$ cat src/rtl/core/sorted_list_table_defines.svh
// Assertion macros shared by the sorted list table RTL.
// Depends on nothing; included by modules that carry assertions.
`ifndef SORTED_LIST_TABLE_DEFINES_SVH
`define SORTED_LIST_TABLE_DEFINES_SVH

// Same-cycle implication, held off during reset
`define SLT_ASSERT_SAME(label, clk, rst, ante, cons, msg) \
   label: assert property (@(posedge clk) disable iff (rst) (ante) |-> (cons)) \
      else $error(msg);

// Next-cycle implication, held off during reset
`define SLT_ASSERT_NEXT(label, clk, rst, ante, cons, msg) \
   label: assert property (@(posedge clk) disable iff (rst) (ante) |=> (cons)) \
      else $error(msg);

`endif

$ cat src/rtl/core/slt_pkg.sv
// Package for the sorted list table: sizes, mode and status codes, beat types.
// Depends on nothing; used by slt_cell, sorted_list_table and the testbench.
package slt_pkg;

   localparam int DEPTH = 32;
   localparam int CNT_W = $clog2(DEPTH + 1);
   localparam int IDX_W = (DEPTH > 1) ? $clog2(DEPTH) : 1;

   // Request mode codes
   localparam logic [1:0] MODE_INSERT    = 2'd0;
   localparam logic [1:0] MODE_DELETE    = 2'd1;
   localparam logic [1:0] MODE_DUMP_UP   = 2'd2;
   localparam logic [1:0] MODE_DUMP_DOWN = 2'd3;

   // Response status codes
   localparam logic [1:0] ST_OK        = 2'd0;
   localparam logic [1:0] ST_FULL      = 2'd1;
   localparam logic [1:0] ST_NOT_FOUND = 2'd2;
   localparam logic [1:0] ST_EMPTY     = 2'd3;

   typedef struct packed {
      logic [1:0]         mode;
      logic signed [31:0] value;
   } req_type;

   typedef struct packed {
      logic signed [31:0] data;
      logic               last;
      logic [1:0]         status;
   } rsp_type;

   // Command broadcast to every cell of the row
   typedef enum logic [2:0] {
      CELL_HOLD,
      CELL_INSERT,
      CELL_DELETE,
      CELL_ROT_UP,
      CELL_ROT_DOWN
   } cell_op_type;

   typedef struct packed {
      cell_op_type        op;
      logic signed [31:0] value;
   } cell_ctl_type;

   // Compare results each cell reports back
   typedef struct packed {
      logic ins_shift;
      logic del_sel;
      logic eq;
   } cell_flag_type;

   typedef enum logic [1:0] {
      S_IDLE,
      S_UPDATE,
      S_DUMP
   } state_type;

endpackage

$ cat src/rtl/core/slt_cell.sv
// One cell of the sorted row: holds one entry, compares it to the broadcast
// value and takes its neighbor's entry on shifts. Depends on slt_pkg.
module slt_cell (
   input  logic                  clock,
   input  slt_pkg::cell_ctl_type ctl,
   input  logic                  occ,
   input  logic signed [31:0]    prev_entry,
   input  logic                  prev_ins_shift,
   input  logic signed [31:0]    next_entry,
   output logic signed [31:0]    entry,
   output slt_pkg::cell_flag_type flags
);
   import slt_pkg::*;

   logic signed [31:0] entry_ff;
   logic signed [31:0] entry_in;
   logic               ins_shift;
   logic               del_sel;
   logic               eq;

   // Compare own entry against the broadcast value; empty cells count as larger
   assign ins_shift = !occ || (entry_ff > ctl.value);
   assign del_sel   = !occ || (entry_ff >= ctl.value);
   assign eq        = occ && (entry_ff == ctl.value);

   assign flags.ins_shift = ins_shift;
   assign flags.del_sel   = del_sel;
   assign flags.eq        = eq;
   assign entry           = entry_ff;

   // Select next entry: hold, open a gap, close a gap or rotate
   always_comb begin
      entry_in = entry_ff;
      case (ctl.op)
         CELL_INSERT: begin
            if (ins_shift) begin
               entry_in = prev_ins_shift ? prev_entry : ctl.value;
            end
         end
         CELL_DELETE: begin
            if (del_sel) begin
               entry_in = next_entry;
            end
         end
         CELL_ROT_UP:   entry_in = next_entry;
         CELL_ROT_DOWN: entry_in = prev_entry;
         default:       entry_in = entry_ff;
      endcase
   end

   always_ff @(posedge clock) begin
      entry_ff <= entry_in;
   end

endmodule

$ cat config.mk
export PLATFORM = sky130hd
export DESIGN_NAME = slt_cell
export DESIGN_NICKNAME = d
export VERILOG_FILES = /design/src/rtl/core/sorted_list_table_defines.svh /design/src/rtl/core/slt_pkg.sv /design/src/rtl/core/slt_cell.sv
export SDC_FILE = /design/constraint.sdc
export NUM_CORES = 1
export LEC_CHECK = 0
export ABC_AREA = 1
export BUFFER_PORTS_ARGS = -buffer_cell sky130_fd_sc_hd__buf_2
export CAP_MARGIN = 20
export CORE_MARGIN = 1.5
export CORE_UTILIZATION = 48
export DETAILED_ROUTE_END_ITERATION = 7
export PLACE_DENSITY_LB_ADDON = 0.08
export SLEW_MARGIN = 20
export SYNTH_ARGS = -nofsm -noshare
export SYNTH_HDL_FRONTEND = slang
export SYNTH_SLANG_ARGS = --single-unit
$ cat constraint.sdc
create_clock -name clock -period 3.6 [get_ports clock]
set_input_delay 0 -clock clock [delete_from_list [all_inputs] [get_ports clock]]
set_output_delay 0 -clock clock [all_outputs]
set_load 0.05 [all_outputs]
==> flow_summary.toml, run 1 <==
[run_status]
outcome = "completed"

[clock_network]
cts.path.max_buffers = 2
postCtsSetupBuffers = 0
cts-root-buf = "clkbuf_8"
cts_tree = "built"
h-tree-depth = 2
clock_sinks = 32
insertion_delay_ns = 0.29
cts_made_buffers = 5
cts-resized-gates = 0
clkSlewWorstSetupHoldPaths_ns = 0.07

[setup_path]
cp-start-kind = "register"
required_ns = 3.59
crit_top_cell = "nand2_1"
cp_top_family = "simple AND/OR/NAND/NOR gates"
arrival_ns = 2.61
crit_chain = "ha_1, nand2_2, nor2_2, nand2_2, nor4_4, nand2_1, nand2_1, nand2_1, nand4_1, nand2_1, nor2_4, buf_12"
worst-path-max-fanout = 17
critPathMaxStageDelay_ns = 0.44
r2r_slack_ns = 0.98
critPathBufInv = 1
criticalPathCategory = "register to register"
endpoint_kind = "register"
cp_slowest_cell = "nor2_4"

[logic_synthesis]
synth_area_leaders = "edfxtp_1 33%, nand2_1 17%, ha_1 14%, nand3_1 12%, inv_1 5.8%"
ys_ff_latch = 32
syn_area_per_cell_sq_um = 7.05
synth_flop_cell = "edfxtp_1"
synth_cells = 412
netlist-cell-type-count = 22
async_flop_share_pct = 0
syn_area_sq_mm = 0.00291
yosys.area.top_type = "edfxtp_1"
syn_nets = 546
yosysSeqAreaShare_pct = 33.1
ys_warn_count = 0
yosys.area.top_type_share_pct = 33.1
synth_edf_count = 32

[route]
top_layer_used = "met4"
wl_met1_mm = 3.46
drtPass1Iterations = 4
wl_per_cell_um = 12.9
wl_met3_um = 603
postRouteAntennaNets = 0
drcViolationCount = 0
vias = 3124
vias_per_cell = 5.09
drtIter0Drc = 143
route.met2.wl_mm = 3.76
drt_wl_total_mm = 7.91

[global_routing]
first_global_vias = 2903
grt_max_degree = 64
grt_pass1_wl_mm = 12.7
grt_remaining_overflow = 0
antenna_found_initial = 0
grt_use_total_pct = 25.0

[sta]
finalSetupViolCount = 0
hold_slack_ns = 0.00738
fin_crit_ns = 2.62
final_hold_viol_count = 0
slew_headroom_pct = 33.9
fin_skew_ns = 0.00534
setup_tns_ns = 0
fmax_mhz = 382
fin_ws_ns = 0.982
finalMaxSlewViolations = 0
rsz0062_at_grt = "false"
timing.final.crit_share_pct = 72.7
worst_pin_slew_ns = 0.991

[cells_and_area]
post-route-util_pct = 63.9
finalNetCount = 672
drive_gt1_share_pct = 29.1
largest_reg_flops = 32
design_area_sq_mm = 0.00376
antennaDiodeCount = 0
area_growth_syn_to_layout_pct = 29.4
fillCellCount = 553

[power]
p_leak_nw = 2.00
p_per_area_mw_per_mm2 = 360
ir_drop_mv = 0.197

[placement]
io_buffers = 136
dp_hpwl_mm = 5.81
post_dp_cell_area_sq_mm = 0.00364
dpl_worst_slack_ns = 0.973
place_congestion = 0.761

[floorplan]
core_area_sq_mm = 0.00589
die-area_sq_mm = 0.00653
ios = 137
die_height_um = 80.8
start_util_pct = 49.4
dieWidth_um = 80.8
rows = 28

[worst_hold_path]
min_path_type = "primary input to register"

[flow_run]
drv_cap = 0
## power by group
group          internal [mW]  switching, mW  leakage (nW)  total, mW
logic                  0.184          0.407          1.65      0.590
registers              0.476         0.0243         0.316      0.500
clock network          0.134          0.129        0.0399      0.264
## worst paths after layout
check,start,to,cells after the start
worst max register to register,entry[31],entry[11],12
worst max-delay path,entry[31],entry[11],12
worst min register to register,entry[31],entry[28],5
worst min-delay path,next_entry[21],entry[21],3
## synth_stat cells (all sizes together) (2+ instances only)
library cell / n
a21oi: 14
buf: 7
clkbuf: 16
edfxtp: 32
ha: 32
inv: 45
nand2: 135
nand3: 71
nand4: 3
nor2: 17
o21a: 2
o21ai: 33
## per-layer routing
layer  track usage (%)  up-vias
met4              6.55        0
met2              43.0      120
li1                  -     1615
met3              6.29        8
met5                 0        -
met1              31.2     1381
## cell type report
| cell class | instances | area [sq um] | area share (%) |
|---|---|---|---|
| Clock buffer | 7 | 76.3 | 2.03 |
| Clock inverter | 1 | 3.75 | 0.0999 |
| Inverter | 45 | 169 | 4.49 |
| Multi-Input combinational cell | 312 | 1710 | 45.4 |
| Sequential cell | 32 | 961 | 25.6 |
| Tap cell | 75 | 93.8 | 2.50 |
| Timing Repair Buffer | 142 | 748 | 19.9 |
## cell families after synthesis
kind of cell	count (synthesis)	share of synthesized area, %
xor gates and xnor gates	1	0.302
and+or+nand+nor	228	34.1
DFF	32	33.1
muxes	1	0.388
buffers and inverters	68	9.35
adders and majority gates	32	13.8
AOI/OAI and AO/OA	50	9.00
## metrics by stage
step / std cells / power, mW
2_1_floorplan: 412 / 0.923
3_3_place_gp: 602 / 1.08
3_5_place_dp: 602 / 1.10
4_1_cts: 614 / 1.36
5_1_grt: 614 / 1.44
6_report: 614 / 1.35
## worst min-delay path, delay by kind of cell
family,cells,cell delay (ns)
AND/OR/NAND/NOR,2,0.11
buffers and inverters,1,0.08
## cells in the final DEF, fill, tap and decap left out, drive strengths merged
master	instances
buf	138
nand2	135
nand3	71
inv	45
o21ai	33
ha	32
edfxtp	32
nor2	17
a21oi	14
clkbuf	7
dlygate4sd3	4
nand4	3
o21a	2
mux2	1
a21o	1
nor4	1
and2	1
xor2	1
clkinv	1
## what timing repair did
action | in CTS | in global routing
hold endpoints to repair | 4 | 0
hold buffers | 4 | 0
endpoints found under the setup margin | 0 | 0
Power figures use the tool's default switching activity.
==> run 2: changes to the inputs <==
--- a/config.mk
+++ b/config.mk
@@ -9,7 +9,7 @@
 export BUFFER_PORTS_ARGS = -buffer_cell sky130_fd_sc_hd__buf_2
 export CAP_MARGIN = 20
 export CORE_MARGIN = 1.5
-export CORE_UTILIZATION = 48
+export CORE_UTILIZATION = 43
 export DETAILED_ROUTE_END_ITERATION = 7
 export PLACE_DENSITY_LB_ADDON = 0.08
 export SLEW_MARGIN = 20
==> constraint.sdc (replaced) <==
create_clock -name clock -period 2.25 [get_ports clock]
set_input_delay 0 -clock clock [delete_from_list [all_inputs] [get_ports clock]]
set_output_delay 0 -clock clock [all_outputs]
set_load 0.05 [all_outputs]
==> run 2 against run 1 <==
Net effect: the run now ends with design-rule violations, negative setup slack left; sequential cell count unchanged; clock skew fell by 0.0016 ns; die area grew 11%; combinational power up 88%; setup slack lost 1.2 ns; clock-buffer cell count is 2 lower; sequential share of layout area down 2.2 points; largest cell class unchanged; non-clock buffer count rose by 12; total power is 74% higher; largest power group unchanged.
==> flow_summary.toml, run 2 (synthesis results as in run 1) <==
[power]
intPower_mw = 1.37
pwr-share-seq_pct = 34.4
switching_share_pct = 41.9
p_per_area_mw_per_mm2 = 573
comb_power_share_pct = 47.2
finalPower_mw = 2.36
p_leak_nw = 2.11
clkPwrFrac_pct = 18.4
ir_drop_mv = 0.345
p_switching_mw = 0.988

[floorplan]
die-area_sq_mm = 0.00726
start_util_pct = 45.2
core_area_sq_mm = 0.00642
die_height_um = 85.2
rows = 29
dieWidth_um = 85.2
ios = 137

[cells_and_area]
area_growth_syn_to_layout_pct = 41.7
finalNetCount = 684
layout_common_cells = "133 x buf_2, 123 x nand2_1, 69 x nand3_1, 44 x inv_1, 33 x o21ai_0"
design_area_sq_mm = 0.00412
antennaDiodeCount = 0
final_common_cell = "buf_2"
fillCellCount = 590
multi_input_area_sq_mm = 0.00191
drive_gt1_share_pct = 35.8
largest_reg_flops = 32
regArea_sq_um = 961

[setup_path]
cp-start-kind = "register"
endpoint_kind = "register"
arrival_ns = 2.44
worst-path-max-fanout = 8
criticalPathCategory = "register to register"
required_ns = 2.26

[placement]
io_buffers = 136
post_dp_cell_area_sq_mm = 0.00372
dp_hpwl_mm = 6.37
place_congestion = 0.791

[global_routing]
grt_remaining_overflow = 0
antenna_found_initial = 0
first_global_vias = 2960
grt_max_degree = 35
grt_use_total_pct = 23.7
grt_pass1_wl_mm = 13.7

[sta]
finalSetupViolCount = 32
timing.final.crit_share_pct = 108
fin_skew_ns = 0.00376
fmax_mhz = 412
fin_ws_ns = -0.179
slew_headroom_pct = 40.1
worst_pin_slew_ns = 0.896
finalMaxSlewViolations = 0
rsz0062_at_grt = "true"
final_hold_viol_count = 0
fin_crit_ns = 2.43

[clock_network]
cts_made_buffers = 5
cts-root-buf = "clkbuf_8"
cts_tree = "built"
h-tree-depth = 2
cts.path.max_buffers = 2
insertion_delay_ns = 0.29
clock_sinks = 32
clkSlewWorstSetupHoldPaths_ns = 0.07

[route]
drtIter0Drc = 197
vias = 3270
drcViolationCount = 8
wl_per_cell_um = 13.9
postRouteAntennaNets = 0
drt_wl_total_mm = 8.76
drtPass1Iterations = 8
vias_per_cell = 5.21

[run_status]
outcome = "finished with violations"
violations = "design-rule violations, negative setup slack"

[worst_hold_path]
min_path_type = "primary input to register"

[flow_run]
drv_cap = 0
==> run 2: cell count changes in the layout (fill, tap and decap cells not counted), moves of 7 or more <==
| cell | before | now |
|---|---|---|
| buf_4 | 1 | 10 |
| ha_1 | 32 | 22 |
| ha_4 | 0 | 10 |
| nand2_1 | 132 | 123 |
| nand2_2 | 3 | 10 |
==> run 2: worst max-delay path, stage by stage, from the launching register on <==
cell and delay (ns):
edfxtp_1 0.43, ha_4 0.29, nand2_2 0.07, inv_2 0.03, nor2_2 0.11, o21a_1 0.15, nand2_1 0.08, a21oi_4 0.16
nand2_2 0.09, nand2_2 0.07, nand3_2 0.05, nand2_2 0.10, nor2_4 0.05, nor2_4 0.25, clkbuf_16 0.22
==> run 2: layout make-up <==
class | count | share of cell area (%)
multi-input combinational | 312 | 46.3
clock inverter | 3 | 0.334
inverter | 45 | 4.10
clock buffer | 5 | 1.67
timing repair buffer | 154 | 21.9
tap | 77 | 2.34
sequential | 32 | 23.3
==> run 2: what timing repair did <==
item                                    4_1_cts  5_1_grt
setup buffers                                 0        5
endpoints found under the hold margin         4        0
hold buffers                                  4        0
gates resized for setup                       0       37
endpoints found under the setup margin        0       35
==> run 2: final timing paths <==
check / from / endpoint / slack, ns / cells after the start
setup / recovery: entry[31] / entry[30] / -0.18 / 14
hold / removal: next_entry[23] / entry[23] / 0.001 / 3
hold reg to reg: entry[31] / entry[26] / 1.34 / 7
setup reg to reg: entry[31] / entry[30] / -0.18 / 14
==> run 2: power by group through the flow <==
stage / logic, mW / clock network (mW) / registers, mW
final: 1.11 / 0.433 / 0.811
after global routing: 1.22 / 0.469 / 0.819
after CTS: 0.987 / 0.443 / 0.804
after detailed placement: 0.976 / 0 / 0.816
after global placement: 0.965 / 0 / 0.814
after floorplan: 0.417 / 0 / 1.07
==> run 2: metrics by stage <==
| step | instances | utilization, % | setup slack [ns] | setup TNS (ns) | hold slack (ns) |
|---|---|---|---|---|---|
| 5_1_grt | 628 | 64.1 | -0.288 | -8.96 | 0.0154 |
| 4_1_cts | 621 | 59.8 | 0.000814 | 0 | 0.000283 |
| 3_5_place_dp | 609 | 57.9 | 0.00547 | 0 | 0.294 |
| 2_1_floorplan | 412 | - | -0.395 | -12.63 | 0.203 |
| 6_report | 628 | 64.1 | -0.179 | -5.22 | 0.00132 |
| 3_3_place_gp | 609 | 57.9 | 0.0446 | 0 | 0.295 |
==> run 2: layer usage <==
metal	up-vias	global-route usage [%]	routed length [um]
li1	1644	-	-
met1	1481	32.3	3860
met3	12	4.57	662
met2	133	39.4	4140
met5	-	0	0
met4	0	5.07	95
